File: src/rtl/isort_pkg.sv
// isort_pkg: item types and cell control for the insertion sorter
// no dependencies; imported by isort_cell, insertion_sorter, isort_checker and tb
`timescale 1ns / 1ps

package isort_pkg;

	localparam int unsigned DATA_W = 32;

	typedef struct packed {
		logic signed [DATA_W-1:0] value;
		logic                     last;
	} in_item_t;

	typedef struct packed {
		logic signed [DATA_W-1:0] sorted_value;
		logic                     final_res;
		logic                     overflow;
	} out_item_t;

	typedef struct packed {
		logic ins;
		logic shift;
	} cell_ctl_t;

endpackage

File: src/rtl/isort_cell.sv
// isort_cell: one slot of the sorting chain, compare-and-shift on insert,
// shift towards the head on drain; depends on isort_pkg
`timescale 1ns / 1ps

module isort_cell
	import isort_pkg::*;
(
	input  logic                     clk,
	input  logic                     arst_n,
	input  cell_ctl_t                ctl,
	input  logic signed [DATA_W-1:0] key,
	input  logic                     prev_gt,
	input  logic signed [DATA_W-1:0] prev_value,
	input  logic                     prev_valid,
	input  logic signed [DATA_W-1:0] next_value,
	input  logic                     next_valid,
	output logic                     gt,
	output logic signed [DATA_W-1:0] value,
	output logic                     valid
);

	logic signed [DATA_W-1:0] value_q;
	logic                     valid_q;

	// empty slots count as greater than any key
	assign gt    = !valid_q || (value_q > key);
	assign value = value_q;
	assign valid = valid_q;

	always_ff @(posedge clk or negedge arst_n) begin
		if (!arst_n) begin
			valid_q <= 1'b0;
		end else if (ctl.shift) begin
			valid_q <= next_valid;
		end else if (ctl.ins && gt) begin
			valid_q <= prev_gt ? prev_valid : 1'b1;
		end
	end

	always_ff @(posedge clk) begin
		if (ctl.shift) begin
			value_q <= next_value;
		end else if (ctl.ins && gt) begin
			value_q <= prev_gt ? prev_value : key;
		end
	end

endmodule

File: config.mk
export PLATFORM = sky130hd
export DESIGN_NAME = isort_cell
export DESIGN_NICKNAME = d
export VERILOG_FILES = /design/src/rtl/isort_pkg.sv /design/src/rtl/isort_cell.sv
export SDC_FILE = /design/constraint.sdc
export NUM_CORES = 1
export LEC_CHECK = 0
export BUFFER_PORTS_ARGS = -buffer_cell sky130_fd_sc_hd__buf_2
export CORE_UTILIZATION = 35
export DETAILED_ROUTE_END_ITERATION = 8
export PLACE_DENSITY_LB_ADDON = 0.15
export SKIP_CTS_REPAIR_TIMING = 1
export SLEW_MARGIN = 30
export SYNTH_ARGS = -nofsm -noshare
export SYNTH_HDL_FRONTEND = slang
export SYNTH_SLANG_ARGS = --single-unit
export TNS_END_PERCENT = 50
File: constraint.sdc
create_clock -name clk -period 2.5 [get_ports clk]
set_clock_uncertainty 0.05 [all_clocks]
set_input_delay 0.125 -clock clk [delete_from_list [all_inputs] [get_ports clk]]
set_output_delay 0.125 -clock clk [all_outputs]
set_load 0.02 [all_outputs]
=== Word-level counts from Yosys, hierarchy flattened ===
Index checks and enable logic that the tools add are counted.

* Register bits after elaboration: 33
* Input port bits: 103
* Logic and storage cells: 13

* $lt $le $gt $ge: 1
* Mux-type cells: 6
* Reduce and logical (&&, ||, !) cells: 4

{| class="wikitable"
|+ Operators by type and width
! kind !! count
|-
| $mux 32 || 3
|-
| $gt 32x32->1 || 1
|-
| $mux 1 || 3
|-
| $reduce_bool 2->1 || 1
|-
| $logic_and 1x1->1 || 1
|-
| $logic_not 1->1 || 1
|-
| $logic_or 1x1->1 || 1
|}

=== Logic depth before layout (Yosys ltp) ===
Gate-level depths: netlist of run 1.

* Word-level depth: 5
* Depth in mapped cells: 8

=== Least setup slack after synthesis of run 1 ===
No wires, ideal clock.

* Kind: register -> register
* From: reg value_q[31], in the netlist value[31]
* To: reg value_q[0], in the netlist value[0], enable pin
* Setup time: 0.391 ns
* Arrival time: 2.443 ns
* Data required time: 2.059 ns
* Setup slack: -0.384 ns
* Cell stages (with the launch flop): 7
* Buffers on the path: 0
* Period minus slack after synthesis: 2.884 ns
* Cells stage by stage: edfxtp_1 ha_1 nand4_2 nor4_1 o31ai_1 nand4_1 a31o_1

* Word-level cells in the longest chain between the ends: 4

{| class="wikitable"
|+ RTL lines
! what !! RTL line !! text
|-
| start: declaration || isort_cell.sv:22 || <nowiki>logic signed [DATA_W-1:0] value_q;</nowiki>
|-
| start signal: assignment || isort_cell.sv:42 || <nowiki>value_q <= next_value;</nowiki>
|-
| start signal: assignment || isort_cell.sv:44 || <nowiki>value_q <= prev_gt ? prev_value : key;</nowiki>
|-
| $gt 32x32->1 || isort_cell.sv:26 || <nowiki>assign gt = !valid_q || (value_q > key);</nowiki>
|-
| $logic_or 1x1->1 || isort_cell.sv:26 ||
|-
| $logic_and 1x1->1 || isort_cell.sv:43 || <nowiki>end else if (ctl.ins && gt) begin</nowiki>
|-
| $reduce_bool 2->1 (no line) || n/a ||
|}

No other way between the ends.
A chain may end at the register's enable or synchronous reset.

=== Final worst setup path of run 1 ===
* From: reg value_q[19], in the netlist value[19]
* To: out gt

* Word-level cells in the longest chain between the ends: 2

{| class="wikitable"
|+ RTL lines
! what !! RTL line !! text
|-
| $gt 32x32->1 || isort_cell.sv:26 ||
|-
| $logic_or 1x1->1 || isort_cell.sv:26 ||
|-
| end: declaration || isort_cell.sv:17 || <nowiki>output logic gt,</nowiki>
|}

No other way between the ends.

==> results of run 1 <==
[per-stage QoR]
| stage | hold WS [ns] | power (mW) | worst slack (ns) | cell area (sq um) | util, % |
|---|---|---|---|---|---|
| 2_1_floorplan | -0.221 | 1.06 | 0.0410 | 2530 | - |
| 3_3_place_gp | -0.148 | 1.28 | 0.0420 | 3340 | 48.6 |
| 3_5_place_dp | -0.147 | 1.29 | -0.0292 | 3340 | 48.6 |
| 4_1_cts | -0.445 | 1.68 | -0.0530 | 3420 | 49.7 |
| 5_1_grt | 0.0799 | 1.81 | -0.0501 | 3520 | 51.2 |
| 6_report | 0.0727 | 1.69 | 0.0721 | 3520 | 51.2 |
[state kept, by name, indices dropped and copies added, names as in the netlist]
register and cells:
value 32, valid 1
[worst max-delay path by stage]
stage	startpoint	endpoint	cells past startpoint
2_1_floorplan	value[31]	value[0]	7
3_3_place_gp	value[19]	value[8]	7
3_5_place_dp	value[19]	value[7]	7
4_1_cts	value[19]	gt	8
5_1_grt	value[1]	gt	8
6_report	value[19]	gt	8
[layer usage]
metal  share of wire (%)  routed length (microns)
met1                  44                     2830
met2                  48                     3120
met5                   0                        0
met4                0.77                       50
met3                 7.5                      489
[cells in the mapped netlist, types with 2 or more instances]
| master | instances | share of area (%) |
|---|---|---|
| nand2b_1 | 2 | 0.50 |
| nand4_2 | 2 | 0.99 |
| clkbuf_1 | 8 | 1.2 |
| o21ai_0 | 35 | 6.9 |
| nand4_1 | 7 | 1.7 |
| nor2_1 | 2 | 0.30 |
| nand2_1 | 38 | 5.6 |
| mux2i_1 | 32 | 13 |
| edfxtp_1 | 32 | 38 |
| a21oi_1 | 16 | 3.2 |
| buf_2 | 3 | 0.59 |
| inv_1 | 32 | 4.8 |
| o211ai_1 | 2 | 0.59 |
| nor4_1 | 2 | 0.50 |
| a21o_1 | 3 | 0.89 |
| nand3_1 | 4 | 0.79 |
| ha_1 | 32 | 16 |
[worst max-delay path: stages (launching register included)]
cell,delay (ns)
edfxtp_1,0.39
ha_1,0.34
a21oi_1,0.16
o21ai_1,0.11
a221o_1,0.34
a211oi_2,0.20
a31oi_1,0.15
nand2b_4,0.17
buf_6,0.13
[power by group]
part / switching [mW] / leakage [nW] / total (mW) / internal, mW
Clock: 0.189 / 0.0395 / 0.387 / 0.198
Combinational: 0.331 / 1.43 / 0.584 / 0.253
Sequential: 0.0366 / 0.341 / 0.724 / 0.687
Total: 0.557 / 1.81 / 1.69 / 1.14
[cell type report]
cell class	instances	area [sq um]	area share [%]
Tap cell	96	120	3.41
Inverter	32	120	3.41
Clock buffer	8	80.1	2.28
Sequential cell	33	986	28.0
Timing Repair Buffer	144	749	21.3
Multi-Input combinational cell	190	1460	41.6
[cells by family after synthesis]
family / count (synthesis) / synth area share [%]
flip-flops: 33 / 39.0
AO/OA/AOI/OAI: 64 / 14.3
AND/OR/NAND/NOR: 61 / 11.6
buffers and inverters: 43 / 6.54
multiplexers: 32 / 12.7
adder cells (fa/ha/maj): 32 / 15.8
==> results.rst, run 1 <==
.. list-table::
   :header-rows: 1

   * - Metric
     - Value
   * - Run status
     - finished clean
   * - Leak
     - 1.81 nW
   * - Most common library cell in the layout ignoring fill and taps
     - buf_2
   * - Worst EP arrival
     - 2.25 ns
   * - TritonCTS buffer count
     - 5
   * - Cell count after synthesis
     - 265
   * - Worst EP required
     - 2.33 ns
   * - Fin. Hold Viols
     - 0
   * - Floorplan row count
     - 30
   * - Initial drt markers
     - 74
   * - Detailed Place HPWL
     - 5150 microns
   * - Final critical delay including setup and external delays
     - 2.43 ns
   * - Transition time at the pin with the least slew margin
     - 0.419 ns
   * - Detailed-route DRC error count
     - 0
   * - Mapped Nets
     - 400
   * - Post-synthesis cell type count
     - 30
   * - Total number of clock tree sinks
     - 33
   * - Die Height
     - 87.0 microns
   * - Capturing point of the worst reg2reg path
     - value[11]
   * - Global route overflow
     - 0
   * - Syn avg cell area
     - 9.53 sq um
   * - Proportion of synthesized chip area in sequential cells
     - 39.0%
   * - Cell chosen for the clock root
     - clkbuf_8
   * - Max-cap check violation count
     - 0
   * - H-tree depth reported by CTS
     - 2
   * - Final cycle utilization of the critical path
     - 97.1%
   * - Path category of the worst min-delay check
     - input port to register
   * - Worst Min Path Start
     - next_value[12]
   * - Number of iterations in the first detailed-routing pass
     - 4
   * - Critical path peak fanout
     - 3
   * - Drt wl/cell
     - 12.9 microns
   * - Power density over the cells
     - 481 nW/um^2
   * - Area of the die
     - 7560 sq um
   * - R2r worst-path depth
     - 7
   * - Setup Total Neg Slack
     - 0 ns
   * - I/O Buffers
     - 136
   * - Warnings from Yosys
     - 0
   * - Met2 Resource Use GR
     - 29.7%
   * - Fill cell instance count of the final layout
     - 679
   * - Most utilized layer in the global route result
     - met2
   * - FF+latch count, synth
     - 33
   * - Clock latency on the worst-skew pair
     - 0.28 ns
   * - Worst-case vdd ir drop
     - 0.296 mV
   * - Routed vias/inst
     - 4.76
   * - Number of global-route vias before repair
     - 2241
   * - Global-route wire length before repair
     - 10100 microns
   * - Source of the worst register-to-register timing path
     - value[19]
   * - RSZ-0062 raised after global routing
     - yes
   * - Hold path cells
     - 3
   * - Setup-violating endpoint count in the final report
     - 0
   * - Max-slew violations
     - 0
   * - Synth Flop Type
     - edfxtp_1
   * - I/O pin cnt
     - 137
   * - DIE WIDTH
     - 87.0 microns
   * - Post-layout instance count excluding filler cells
     - 503
   * - Timing-limited maximum frequency
     - 412 MHz
   * - Top library cells by usage in the layout, fill and taps aside
     - buf_2 (135), nand2_1 (38), o21ai_0 (33)
   * - Antenna violations before repair
     - 0
   * - Layout cells sized above 1
     - 39.8%
   * - Overall track demand over capacity in global routing
     - 17.2%
   * - Initial cell density of the core
     - 36.8%
   * - Growth of design area from synthesis to finish
     - 39.3%
   * - Core region area
     - 6870 sq um
   * - Met1 GRT Util
     - 21.1%
   * - Number of synthesized flops with an enable pin
     - 32
   * - Type of element capturing the critical path
     - primary output
   * - Classification of the worst setup path
     - register to primary output
   * - Post-route ant nets
     - 0
   * - Placed Cells
     - 492
   * - Final nets
     - 541
   * - Critical path launch point type
     - register
   * - Slew headroom
     - 72.1%
   * - Met3 Resource Use GR
     - 5.21%
   * - Maximum number of pins on one net before global-route repair
     - 46
   * - Number of vias after detailed routing
     - 2393
   * - Ys async rst share
     - 3.03%
   * - Clock edge transition at the registers on the reported setup and hold paths
     - 0.07 ns
   * - Hold Path End
     - value[12]
   * - TritonCTS clock tree
     - done
   * - Total length of routed wires
     - 6490 microns
   * - Area of the mapped netlist
     - 2530 sq um
   * - Antenna cell count
     - 0
   * - Maximum count of clock buffers along a single path
     - 2
   * - Setup slack of the most critical reg-to-reg path
     - 0.08 ns
   * - Final GP Congestion
     - 0.761
No activity file was read; power rests on OpenSTA's default activity.
==> run 2, diff against run 1 <==
--- a/config.mk
+++ b/config.mk
@@ -7,8 +7,9 @@
 export LEC_CHECK = 0
 export BUFFER_PORTS_ARGS = -buffer_cell sky130_fd_sc_hd__buf_2
 export CORE_UTILIZATION = 35
+export CTS_BUF_LIST = sky130_fd_sc_hd__clkbuf_16
 export DETAILED_ROUTE_END_ITERATION = 8
-export PLACE_DENSITY_LB_ADDON = 0.15
+export PLACE_DENSITY = 0.7
 export SKIP_CTS_REPAIR_TIMING = 1
 export SLEW_MARGIN = 30
 export SYNTH_ARGS = -nofsm -noshare
==> results.rst, run 2 (same netlist as run 1, synthesis figures left out) <==
.. list-table::
   :header-rows: 1

   * - Metric
     - Value
   * - Run status
     - finished clean
   * - Initial cell density of the core
     - 36.8% (unchanged)
   * - Met1 GRT Util
     - 20.0% (-1.1 points)
   * - Max-slew violations
     - 0 (unchanged)
   * - Slew headroom
     - 73.8% (+1.7 points)
   * - Post-route ant nets
     - 0 (unchanged)
   * - I/O Buffers
     - 136 (unchanged)
   * - Met3 Resource Use GR
     - 4.64% (-0.57 points)
   * - RSZ-0062 raised after global routing
     - yes
   * - Antenna cell count
     - 0 (unchanged)
   * - Type of element capturing the critical path
     - primary output
   * - Worst-case vdd ir drop
     - 0.253 mV (-15%)
   * - Total number of clock tree sinks
     - 33 (unchanged)
   * - Global-route wire length before repair
     - 9970 microns (-0.96%)
   * - Total power
     - 1.89 mW (+12%)
   * - Number of iterations in the first detailed-routing pass
     - 4 (unchanged)
   * - Critical path launch point type
     - register
   * - Fill cell instance count of the final layout
     - 666 (-1.9%)
   * - Max FFs per register
     - 32 (unchanged)
   * - Path category of the worst min-delay check
     - input port to register
   * - TritonCTS buffer count
     - 5 (unchanged)
   * - Max-cap check violation count
     - 0 (unchanged)
   * - Source of the worst register-to-register timing path
     - value[22]
   * - Hold Path End
     - value[2]
   * - Cell chosen for the clock root
     - clkbuf_16
   * - Critical path peak fanout
     - 3 (unchanged)
   * - Most common library cell in the layout ignoring fill and taps
     - buf_2
   * - Growth of design area from synthesis to finish
     - 42.6%
   * - Area of the die
     - 7560 sq um (unchanged)
   * - Fin. Hold Viols
     - 0 (unchanged)
   * - Die Height
     - 87.0 microns (unchanged)
   * - Routed vias/inst
     - 4.83 (+1.4%)
   * - Final Cell Area
     - 3600 sq um (+2.4%)
   * - Antenna violations before repair
     - 0 (unchanged)
   * - Post-Place Setup Slack
     - -0.0102 ns (+0.0190 ns)
   * - Setup slack of the most critical reg-to-reg path
     - 0.09 ns (about the same)
   * - Global route overflow
     - 0 (unchanged)
   * - DIE WIDTH
     - 87.0 microns (unchanged)
   * - TritonCTS clock tree
     - done
   * - Detailed-route DRC error count
     - 0 (unchanged)
   * - Clock edge transition at the registers on the reported setup and hold paths
     - 0.05 ns (-0.02 ns)
   * - Timing-limited maximum frequency
     - 410 MHz (-0.50%)
   * - Transition time at the pin with the least slew margin
     - 0.393 ns (-0.0262 ns)
   * - Worst EP arrival
     - 2.27 ns (+0.02 ns)
   * - Met2 Resource Use GR
     - 30.1% (+0.43 points)
   * - Detailed Place HPWL
     - 5150 microns (unchanged)
   * - Setup Total Neg Slack
     - 0 ns (unchanged)
   * - Most utilized layer in the global route result
     - met2
   * - Initial drt markers
     - 92 (+24%)
   * - Final critical delay including setup and external delays
     - 2.44 ns (+0.0122 ns)
   * - Setup-violating endpoint count in the final report
     - 0 (unchanged)
   * - Final nets
     - 542 (+0.18%)
   * - Power density over the cells
     - 524 nW/um^2 (+8.9%)
   * - Core region area
     - 6870 sq um (unchanged)
   * - Number of global-route vias before repair
     - 2241 (unchanged)
   * - Total length of routed wires
     - 6560 microns (+1.1%)
   * - I/O pin cnt
     - 137 (unchanged)
   * - Overall track demand over capacity in global routing
     - 17.1% (-0.13 points)
   * - R2r worst-path depth
     - 7 (unchanged)
   * - Maximum count of clock buffers along a single path
     - 2 (unchanged)
   * - Top library cells by usage in the layout, fill and taps aside
     - buf_2 (135), nand2_1 (38), o21ai_0 (33)
   * - Layout cells sized above 1
     - 40.4% (+0.64 points)
   * - Leak
     - 1.85 nW (+2.2%)
   * - H-tree depth reported by CTS
     - 2 (unchanged)
   * - Worst Min Path Start
     - next_value[2]
   * - Worst EP required
     - 2.33 ns (about the same)
   * - Maximum number of pins on one net before global-route repair
     - 50 (+8.7%)
   * - Clock latency on the worst-skew pair
     - 0.27 ns (about the same)
   * - Capturing point of the worst reg2reg path
     - value[8]
   * - Placed Area
     - 3360 sq um (+0.60%)
   * - Final cycle utilization of the critical path
     - 97.6% (+0.49 points)
   * - Floorplan row count
     - 30 (unchanged)
   * - Final WS setup
     - 0.0599 ns (-0.0122 ns)
   * - Number of vias after detailed routing
     - 2432 (+1.6%)
   * - Final GP Congestion
     - 0.751 (-1.3%)
   * - Hold path cells
     - 3 (unchanged)
   * - Fin util
     - 52.5% (+1.2 points)
   * - Drt wl/cell
     - 13.0 microns (+0.91%)
   * - Classification of the worst setup path
     - register to primary output
run 2: final cells by class:
cell class,instances,area (sq um),share of cell area (%)
inverter,32,120,3.33
multi-input combinational,190,1470,40.8
sequential,33,986,27.4
clock buffer,5,125,3.47
clock inverter,3,12.5,0.347
tap,96,120,3.33
timing repair buffer,145,769,21.4
run 2: routing by layer:
layer  part of all wire, %  vias up
li1                      -     1248
met1                    41     1078
met2                    50       97
met3                   7.8        9
met4                   1.4        0
met5                     0        -
run 2: worst max path at each step:
| stage | start | end | slack, ns | cells past startpoint |
|---|---|---|---|---|
| 2_1_floorplan | value[31] | value[0] | 0.04 | 7 |
| 3_3_place_gp | value[23] | value[11] | 0.009 | 7 |
| 3_5_place_dp | value[1] | value[11] | -0.01 | 7 |
| 4_1_cts | value[1] | value[8] | -0.03 | 7 |
| 5_1_grt | value[1] | gt | -0.10 | 8 |
| 6_report | value[22] | gt | 0.06 | 8 |
run 2: critical path, cell delays in order (launching register included):
cell and delay [ns]:
edfxtp_1 0.39, ha_1 0.33, nand4_1 0.20, nor3_2 0.06
a221o_1 0.36, a211oi_2 0.20, a31oi_1 0.16, nand2b_4 0.17
buf_6 0.13
run 2: report_power, final:
part | total (mW) | internal, mW | switching [mW]
clock | 0.576 | 0.359 | 0.216
sequential | 0.724 | 0.688 | 0.0363
combinational | 0.590 | 0.258 | 0.332
total | 1.89 | 1.31 | 0.584
run 2: metrics by stage:
step                      instances  hold WS, ns
after floorplan                 265       -0.221
after global placement          493       -0.147
after detailed placement        493       -0.142
after CTS                       501       -0.435
after global routing            504       0.0918
final                           504       0.0762
==> run 3, diff against run 2 <==
--- a/config.mk
+++ b/config.mk
@@ -10,6 +10,7 @@
 export CTS_BUF_LIST = sky130_fd_sc_hd__clkbuf_16
 export DETAILED_ROUTE_END_ITERATION = 8
 export PLACE_DENSITY = 0.7
+export RECOVER_POWER = 25
 export SKIP_CTS_REPAIR_TIMING = 1
 export SLEW_MARGIN = 30
 export SYNTH_ARGS = -nofsm -noshare
==> results.rst, run 3 (same netlist as run 1, synthesis figures left out) <==
.. list-table::
   :header-rows: 1

   * - Metric
     - Value
   * - Final Cell Area
     - 3580 sq um (-0.76%)
   * - Antenna violations before repair
     - 0 (unchanged)
   * - Global route overflow
     - 0 (unchanged)
   * - Critical path launch point type
     - register
   * - Met3 Resource Use GR
     - 4.64% (unchanged)
   * - Setup Total Neg Slack
     - 0 ns (unchanged)
   * - Most common library cell in the layout ignoring fill and taps
     - buf_2
   * - Worst-case vdd ir drop
     - 0.251 mV (-0.88%)
   * - Power density over the cells
     - 527 nW/um^2 (+0.47%)
   * - Clock edge transition at the registers on the reported setup and hold paths
     - 0.05 ns (about the same)
   * - Global-route wire length before repair
     - 9970 microns (unchanged)
   * - Floorplan row count
     - 30 (unchanged)
   * - Maximum count of clock buffers along a single path
     - 2 (unchanged)
   * - Core region area
     - 6870 sq um (unchanged)
   * - Number of iterations in the first detailed-routing pass
     - 4 (unchanged)
   * - Total power
     - 1.88 mW (-0.30%)
   * - DIE WIDTH
     - 87.0 microns (unchanged)
   * - Critical path peak fanout
     - 3 (unchanged)
   * - Post-Place Setup Slack
     - -0.0102 ns (unchanged)
   * - Area of the die
     - 7560 sq um (unchanged)
   * - H-tree depth reported by CTS
     - 2 (unchanged)
   * - Path category of the worst min-delay check
     - input port to register
   * - Detailed Place HPWL
     - 5150 microns (unchanged)
   * - Slowest stage cell on the critical path
     - edfxtp_1
   * - Max FFs per register
     - 32 (unchanged)
   * - Worst EP required
     - 2.33 ns (about the same)
   * - Clock latency on the worst-skew pair
     - 0.27 ns (about the same)
   * - Initial drt markers
     - 93 (+1.1%)
   * - Number of vias after detailed routing
     - 2427 (-0.21%)
   * - Max-slew violations
     - 0 (unchanged)
   * - TritonCTS clock tree
     - done
   * - Post-route ant nets
     - 0 (unchanged)
   * - Total number of clock tree sinks
     - 33 (unchanged)
   * - Type of element capturing the critical path
     - primary output
   * - Final GP Congestion
     - 0.751 (unchanged)
   * - Final nets
     - 542 (unchanged)
   * - RSZ-0062 raised after global routing
     - yes
   * - Maximum single-stage delay on the critical path
     - 0.39 ns (about the same)
   * - Routed vias/inst
     - 4.82 (-0.21%)
   * - Leak
     - 1.81 nW (-1.8%)
   * - Timing-limited maximum frequency
     - 409 MHz (-0.14%)
   * - Classification of the worst setup path
     - register to primary output
   * - TritonCTS buffer count
     - 5 (unchanged)
   * - Layout cells sized above 1
     - 38.0% (-2.5 points)
   * - Antenna cell count
     - 0 (unchanged)
   * - Fill cell instance count of the final layout
     - 672 (+0.90%)
   * - Met1 GRT Util
     - 20.0% (unchanged)
   * - Met2 Resource Use GR
     - 30.1% (unchanged)
   * - Cell chosen for the clock root
     - clkbuf_16
   * - Run status
     - finished clean
   * - Setup-violating endpoint count in the final report
     - 0 (unchanged)
   * - Initial cell density of the core
     - 36.8% (unchanged)
   * - Slew headroom
     - 26.6% (-47 points)
   * - Most utilized layer in the global route result
     - met2
   * - Post-layout instance count excluding filler cells
     - 504 (unchanged)
   * - Final critical delay including setup and external delays
     - 2.44 ns (+0.00347 ns)
   * - Cells traversed along the worst timing path
     - ha_1 > nand4_1 > nor3_2 > a221o_1 > a211oi_2 > a31oi_1 > nand2b_4 > buf_6
   * - Final cycle utilization of the critical path
     - 97.7% (+0.14 points)
   * - Maximum number of pins on one net before global-route repair
     - 50 (unchanged)
   * - Drt wl/cell
     - 13.0 microns (about the same)
   * - Max-cap check violation count
     - 0 (unchanged)
   * - Top library cells by usage in the layout, fill and taps aside
     - buf_2 (125), nand2_1 (38), o21ai_0 (33)
   * - Transition time at the pin with the least slew margin
     - 1.10 ns (+0.708 ns)
   * - Worst Hold Slack
     - 0.0762 ns (+0.0000238 ns)
   * - Final WS setup
     - 0.0564 ns (-0.00347 ns)
   * - Worst EP arrival
     - 2.27 ns (about the same)
   * - Detailed-route DRC error count
     - 0 (unchanged)
   * - Overall track demand over capacity in global routing
     - 17.1% (unchanged)
   * - Fin util
     - 52.1% (-0.40 points)
   * - Growth of design area from synthesis to finish
     - 41.6%
   * - I/O Buffers
     - 136 (unchanged)
   * - Number of global-route vias before repair
     - 2241 (unchanged)
   * - I/O pin cnt
     - 137 (unchanged)
   * - Die Height
     - 87.0 microns (unchanged)
   * - Placed Area
     - 3360 sq um (unchanged)
   * - Fin. Hold Viols
     - 0 (unchanged)
   * - Total length of routed wires
     - 6570 microns (about the same)
   * - Placed Cells
     - 493 (unchanged)
## run 3: metal layers
metal	routed length, microns	part of all wire [%]	vias to the layer above
li1	-	-	1246
met1	2720	41	1079
met2	3260	50	93
met3	504	7.7	9
met4	89	1.4	0
met5	0	0	-
## run 3: final cells by class
| type | instances | area [sq um] | area share [%] |
|---|---|---|---|
| clock inverter | 3 | 12.5 | 0.350 |
| tap | 96 | 120 | 3.36 |
| sequential | 33 | 986 | 27.6 |
| timing repair buffer | 145 | 742 | 20.7 |
| clock buffer | 5 | 125 | 3.50 |
| multi-input combinational | 190 | 1470 | 41.1 |
| inverter | 32 | 120 | 3.36 |
## run 3: worst max-delay path: cells and delay by family, from the launching register on
kind / cells / cell delay [ns]
compound gates: 3 / 0.72
simple gates: 3 / 0.43
flops: 1 / 0.39
fa+ha+maj: 1 / 0.33
buf+inv: 1 / 0.13
## run 3: final timing paths
| path | start | endpoint | slack (ns) | depth (start not counted) |
|---|---|---|---|---|
| max | value[22] | gt | 0.06 | 8 |
| max in group asynchronous | arst_n | valid | 2.19 | 2 |
| min in group asynchronous | arst_n | valid | 0.10 | 2 |
| max reg2reg | value[22] | value[8] | 0.09 | 7 |
| min reg2reg | valid | valid | 0.76 | 4 |
| min | next_value[2] | value[2] | 0.08 | 3 |
## run 3: report_power, final
group | switching, mW | internal, mW | total, mW
Sequential | 0.0368 | 0.688 | 0.725
Clock | 0.216 | 0.359 | 0.576
Combinational | 0.331 | 0.252 | 0.584
